==> config.mk <==
export PLATFORM = sky130hd
export DESIGN_NAME = tcw_cursor
export DESIGN_NICKNAME = d
export VERILOG_FILES = /design/src/rtl/text_console_writer_macros.svh /design/src/rtl/tcw_pkg.sv /design/src/rtl/tcw_cursor.sv
export SDC_FILE = /design/constraint.sdc
export NUM_CORES = 1
export LEC_CHECK = 0
export ABC_AREA = 1
export BUFFER_PORTS_ARGS = -buffer_cell sky130_fd_sc_hd__buf_2
export CAP_MARGIN = 30
export CORE_MARGIN = 5
export CORE_UTILIZATION = 57
export DETAILED_ROUTE_END_ITERATION = 10
export PLACE_DENSITY = 0.95
export SLEW_MARGIN = 20
export SYNTH_ARGS = -nofsm -noshare
export SYNTH_HDL_FRONTEND = slang
export SYNTH_SLANG_ARGS = --single-unit
==> constraint.sdc <==
create_clock -name vclk -period 13.1
set_clock_uncertainty 0.2 [all_clocks]
set_input_delay 2.62 -clock vclk [all_inputs]
set_output_delay 2.62 -clock vclk [all_outputs]
set_load 0.03 [all_outputs]
==> src/rtl/text_console_writer_macros.svh <==
// ----------------------------------------------------------------------------
// Assertion macros for the text console writer
// Assertions are clocked on clk and held off while arst_n is low.
// ----------------------------------------------------------------------------
`ifndef TEXT_CONSOLE_WRITER_MACROS_SVH
`define TEXT_CONSOLE_WRITER_MACROS_SVH

`ifndef NO_ASSERTIONS
// The property must hold at every clock edge outside reset.
`define TCW_ASSERT(lbl, prop, msg) \
	lbl: assert property (@(posedge clk) disable iff (!arst_n) prop) else $error(msg);
// The condition must never be true outside reset.
`define TCW_NEVER(lbl, cond, msg) \
	lbl: assert property (@(posedge clk) disable iff (!arst_n) !(cond)) else $error(msg);
`else
`define TCW_ASSERT(lbl, prop, msg)
`define TCW_NEVER(lbl, cond, msg)
`endif

`endif

==> src/rtl/tcw_pkg.sv <==
// ----------------------------------------------------------------------------
// tcw_pkg
// Shared types and constants of the text console writer.
// ----------------------------------------------------------------------------
package tcw_pkg;

	// Operation codes of an input request.
	typedef enum logic [1:0] {
		OP_CHAR  = 2'd0,
		OP_CLEAR = 2'd1,
		OP_READ  = 2'd2,
		OP_NONE  = 2'd3
	} op_t;

	// Control characters.
	localparam logic [7:0] CH_BS    = 8'd8;
	localparam logic [7:0] CH_TAB   = 8'd9;
	localparam logic [7:0] CH_NL    = 8'd10;
	localparam logic [7:0] CH_CR    = 8'd13;
	localparam logic [7:0] CH_SPACE = 8'h20;

	// Cell content after reset: a space with light grey on black.
	localparam logic [15:0] RESET_CELL = 16'h0720;

	// Register word indexes on the configuration port.
	localparam logic REG_FG = 1'b0;
	localparam logic REG_BG = 1'b1;

	// Widest values that the size parameters allow.
	localparam int ROW_MAX_W  = 6;
	localparam int COL_MAX_W  = 7;
	localparam int ADDR_MAX_W = 13;

	// Cursor update decided for one request.
	typedef struct packed {
		logic [ROW_MAX_W-1:0]  row;
		logic [COL_MAX_W-1:0]  col;
		logic                  we;
		logic [ADDR_MAX_W-1:0] waddr;
		logic [15:0]           wdata;
		logic                  scroll;
	} cur_upd_t;

endpackage

==> src/rtl/tcw_cursor.sv <==
// ----------------------------------------------------------------------------
// tcw_cursor
// Next cursor position and cell write for one request.
// ----------------------------------------------------------------------------
module tcw_cursor import tcw_pkg::*; #(
	parameter int COLS = 80,
	parameter int ROWS = 25
) (
	input  op_t                        op,
	input  logic [7:0]                 ch,
	input  logic [$clog2(ROWS)-1:0]    row,
	input  logic [$clog2(COLS)-1:0]    col,
	input  logic [7:0]                 attr,
	output cur_upd_t                   upd
);

	localparam int RW = $clog2(ROWS);
	localparam int CW = $clog2(COLS);
	localparam int AW = $clog2(ROWS * COLS);
	localparam logic [RW:0]   ROWS_E = (RW + 1)'(ROWS);
	localparam logic [CW:0]   COLS_E = (CW + 1)'(COLS);
	localparam logic [RW-1:0] LAST_ROW = RW'(ROWS - 1);
	localparam logic [CW-1:0] LAST_COL = CW'(COLS - 1);
	localparam logic [AW-1:0] COLS_A = AW'(COLS);

	logic [RW:0]   row_inc;
	logic [CW:0]   col_inc;
	logic [CW:0]   tab_col;
	logic [RW-1:0] row_n;
	logic [CW-1:0] col_n;
	logic [RW-1:0] wr_row;
	logic [CW-1:0] wr_col;
	logic [7:0]    wr_ch;
	logic          we;
	logic          scroll;
	logic          adv_row;

	always_comb begin
		row_inc = {1'b0, row} + (RW + 1)'(1);
		col_inc = {1'b0, col} + (CW + 1)'(1);
		tab_col = {1'b0, col} + (CW + 1)'(8);
		tab_col[2:0] = 3'b000;
		row_n   = row;
		col_n   = col;
		wr_row  = row;
		wr_col  = col;
		wr_ch   = ch;
		we      = 1'b0;
		adv_row = 1'b0;
		scroll  = 1'b0;
		unique case (op)
			OP_CHAR: begin
				priority if (ch == CH_NL) begin
					adv_row = 1'b1;
				end else if (ch == CH_CR) begin
					col_n = '0;
				end else if (ch == CH_BS) begin
					wr_ch = CH_SPACE;
					if (col != '0) begin
						col_n  = col - CW'(1);
						wr_col = col - CW'(1);
						we     = 1'b1;
					end else if (row != '0) begin
						row_n  = row - RW'(1);
						col_n  = LAST_COL;
						wr_row = row - RW'(1);
						wr_col = LAST_COL;
						we     = 1'b1;
					end
				end else if (ch == CH_TAB) begin
					if (tab_col >= COLS_E) begin
						adv_row = 1'b1;
					end else begin
						col_n = tab_col[CW-1:0];
					end
				end else begin
					we = 1'b1;
					if (col_inc >= COLS_E) begin
						adv_row = 1'b1;
					end else begin
						col_n = col_inc[CW-1:0];
					end
				end
				// Moving past the last row scrolls and keeps the cursor on it.
				if (adv_row) begin
					col_n = '0;
					if (row_inc >= ROWS_E) begin
						row_n  = LAST_ROW;
						scroll = 1'b1;
					end else begin
						row_n = row_inc[RW-1:0];
					end
				end
			end
			OP_CLEAR: begin
				row_n = '0;
				col_n = '0;
			end
			OP_READ, OP_NONE: begin
			end
			default: begin
			end
		endcase
	end

	assign upd.row    = ROW_MAX_W'(row_n);
	assign upd.col    = COL_MAX_W'(col_n);
	assign upd.we     = we;
	assign upd.waddr  = ADDR_MAX_W'(AW'(wr_row) * COLS_A + AW'(wr_col));
	assign upd.wdata  = {attr, wr_ch};
	assign upd.scroll = scroll;

endmodule

==> results.toml <==
[synth]
yosys_warnings = 0
yosysTopAreaCell = "nand2_1"
synth.distinct_cells = 40
netlist_top_cells_area = "nand2_1, ha_1, nand3_1"
synth.avg_cell_area_um2 = 6.047
synth_fp_nets = 381
synth_cells = 330
ys_seq_area_frac = 0
yosys.area.top_type_share = 0.1260
syn_area_um2 = 1996
synth_common_cells = "nand2_1, inv_1, nand3_1, nor2_1, o21ai_0"
yosysMostFrequentCell = "nand2_1"

[pwr]
power_density_nw_per_um2 = 48.20
p_leak_nw = 1.167
max-vdd-ir-drop_uv = 21.00

[cts]
ctsResizeCount = 0
hold_buffers = 0
cts_setup_buffers = 0

[min_path]
min_path_type = "input pin to output port"
holdPathStages = 0
worstHoldStart = "attr[1]"

[timing]
hold_ws_ps = 5040
slew-limit-headroom = 0.4783
setup_tns_ps = 0
slew_viol_final = 0
timing.final.crit_period_ps = 9336
max_clock_freq_ghz = 0.1071
hold_violations = 0
setup_viol = 0
tightest_slew_ps = 779.7
post-route-period-util = 0.7127
rsz0062_at_grt = "no"

[setup_path]
crit_path_max_fanout = 7
start_kind = "input pin"
crit_top_cell = "nand2_1"
cpMaxStageDelayCell = "nor4_1"
worstPathRequired_ps = 10280
endpoint_kind = "output port"
crit_arrival_ps = 6520
slowest_delay_ps = 500
worstSetupEndpoint = "upd[28]"
path_cells = "buf_2 > inv_1 > ha_1 > inv_1 > nor2_2 > nand3_2 > a31oi_1 > nand2_1 > o21ai_0 > nand2_1 > o21ai_0 > ha_1 > ha_1 > fa_1 > xnor2_1 > nor4_1 > nand3_1 > nand2_1 > nand2_1 > buf_2"
critPathKind = "input pin to output port"
cp-startpoint = "col[0]"

[die]
die-area_um2 = 4784
num_rows = 21
dieWidth_um = 69.17
io_pins = 74
start_util = 0.5934
die_h_um = 69.17
coreArea_um2 = 3363

[routing]
drc = 0
drt_pass1_iterations = 5
drt_iter0_drc = 97
vias_per_cell = 5.516
antenna_left = 0
avgRoutedWirePerCell_um = 12.55
routed-via-count = 2245
drt-total-wl_um = 5109

[cells_and_area]
num-nets-final = 414
seq_cell_count = 0
syn_to_final_growth_pct = 8.213
drive_above_1_share = 0.2687
ff_latch_area_um2 = 0
final_util = 0.6421
diodes = 0
instances_no_fill = 407
nClkBuffers = 0
design_area_um2 = 2160

[grt]
grt_pass1_wl_um = 8963
grt_max_degree = 15
antenna_found_initial = 0
grt_pass1_vias = 2099
grt_usage = 0.2098
gr-total-overflow = 0

[place]
gp_congestion = 0.9342
dpl_cell_area_um2 = 2160
portBuffers = 57
dpl.hpwl_um = 4237
dpl.cell_count = 407

[run_status]
status = "completed"

[job]
maxCapViolations = 0
## layer usage
layer,vias to the layer above,part of all wire,track usage
met2,93,0.50,0.3824
met1,1015,0.42,0.2725
met4,0,0.010,0.03688
met5,-,0,0
met3,6,0.070,0.01159
li1,1131,-,-
## metrics by stage
stage / worst slack, ps / power (mW)
2_1_floorplan: 4476 / 0.08499
3_3_place_gp: 4073 / 0.1012
3_5_place_dp: 3795 / 0.1035
4_1_cts: 3778 / 0.1038
5_1_grt: 3433 / 0.1148
6_report: 3764 / 0.1041
## power breakdown
group | internal (mW) | leakage, nW | switching, mW | total (mW)
clock | 0 | 0 | 0 | 0
combinational | 0.0320 | 1.17 | 0.0721 | 0.104
sequential | 0 | 0 | 0 | 0
## worst max-delay path: cells and delay by family
family / cells / cell delay (ps)
XOR/XNOR: 1 / 220
AND/OR/NAND/NOR: 8 / 1250
AO/OA/AOI/OAI: 3 / 740
adder cells (fa/ha/maj): 4 / 1170
buffers and inverters: 4 / 530
## logic make-up after synthesis
group,synth area share
buffers and inverters,0.1724
adders and majority gates,0.1392
and+or+nand+nor,0.4752
other,0.001879
AOI/OAI and AO/OA,0.1586
xor gates and xnor gates,0.05266
## cells in the final DEF (no fill, tap or decap), types with 2 or more instances in the layout
| cell type | synthesis | routed |
|---|---|---|
| o21ai_2 | 3 | 3 |
| nor2_8 | 3 | 3 |
| o21ai_1 | 7 | 7 |
| a31oi_1 | 3 | 3 |
| inv_2 | 5 | 5 |
| nand3_2 | 5 | 5 |
| nand2_4 | 7 | 7 |
| o21ai_0 | 22 | 22 |
| o22ai_1 | 2 | 2 |
| nand4_1 | 7 | 7 |
| nand2_2 | 5 | 5 |
| ha_1 | 19 | 19 |
| nor2_2 | 4 | 4 |
| buf_2 | 2 | 57 |
| a21oi_1 | 8 | 8 |
| nand2_1 | 67 | 67 |
| nor2_4 | 2 | 2 |
| xnor2_1 | 2 | 2 |
| nor2_1 | 29 | 29 |
| inv_1 | 39 | 39 |
| nand3_1 | 30 | 30 |
| nor3_1 | 5 | 5 |
| nor4_1 | 2 | 2 |
| xor2_1 | 10 | 10 |
| o211ai_1 | 6 | 6 |
| fa_1 | 2 | 2 |
## cell type report
cell class,instances,area [um^2]
multi-input combinational,260,1652
timing repair buffer,57,285.3
inverter,44,165.2
tap,46,57.56
fill,339,1204
## worst min-delay path by stage
stage,end
floorplan,upd[10]
global placement,upd[14]
detailed placement,upd[14]
CTS,upd[14]
global route,upd[10]
finish,upd[10]
No activity file was read; power rests on OpenSTA's default activity.
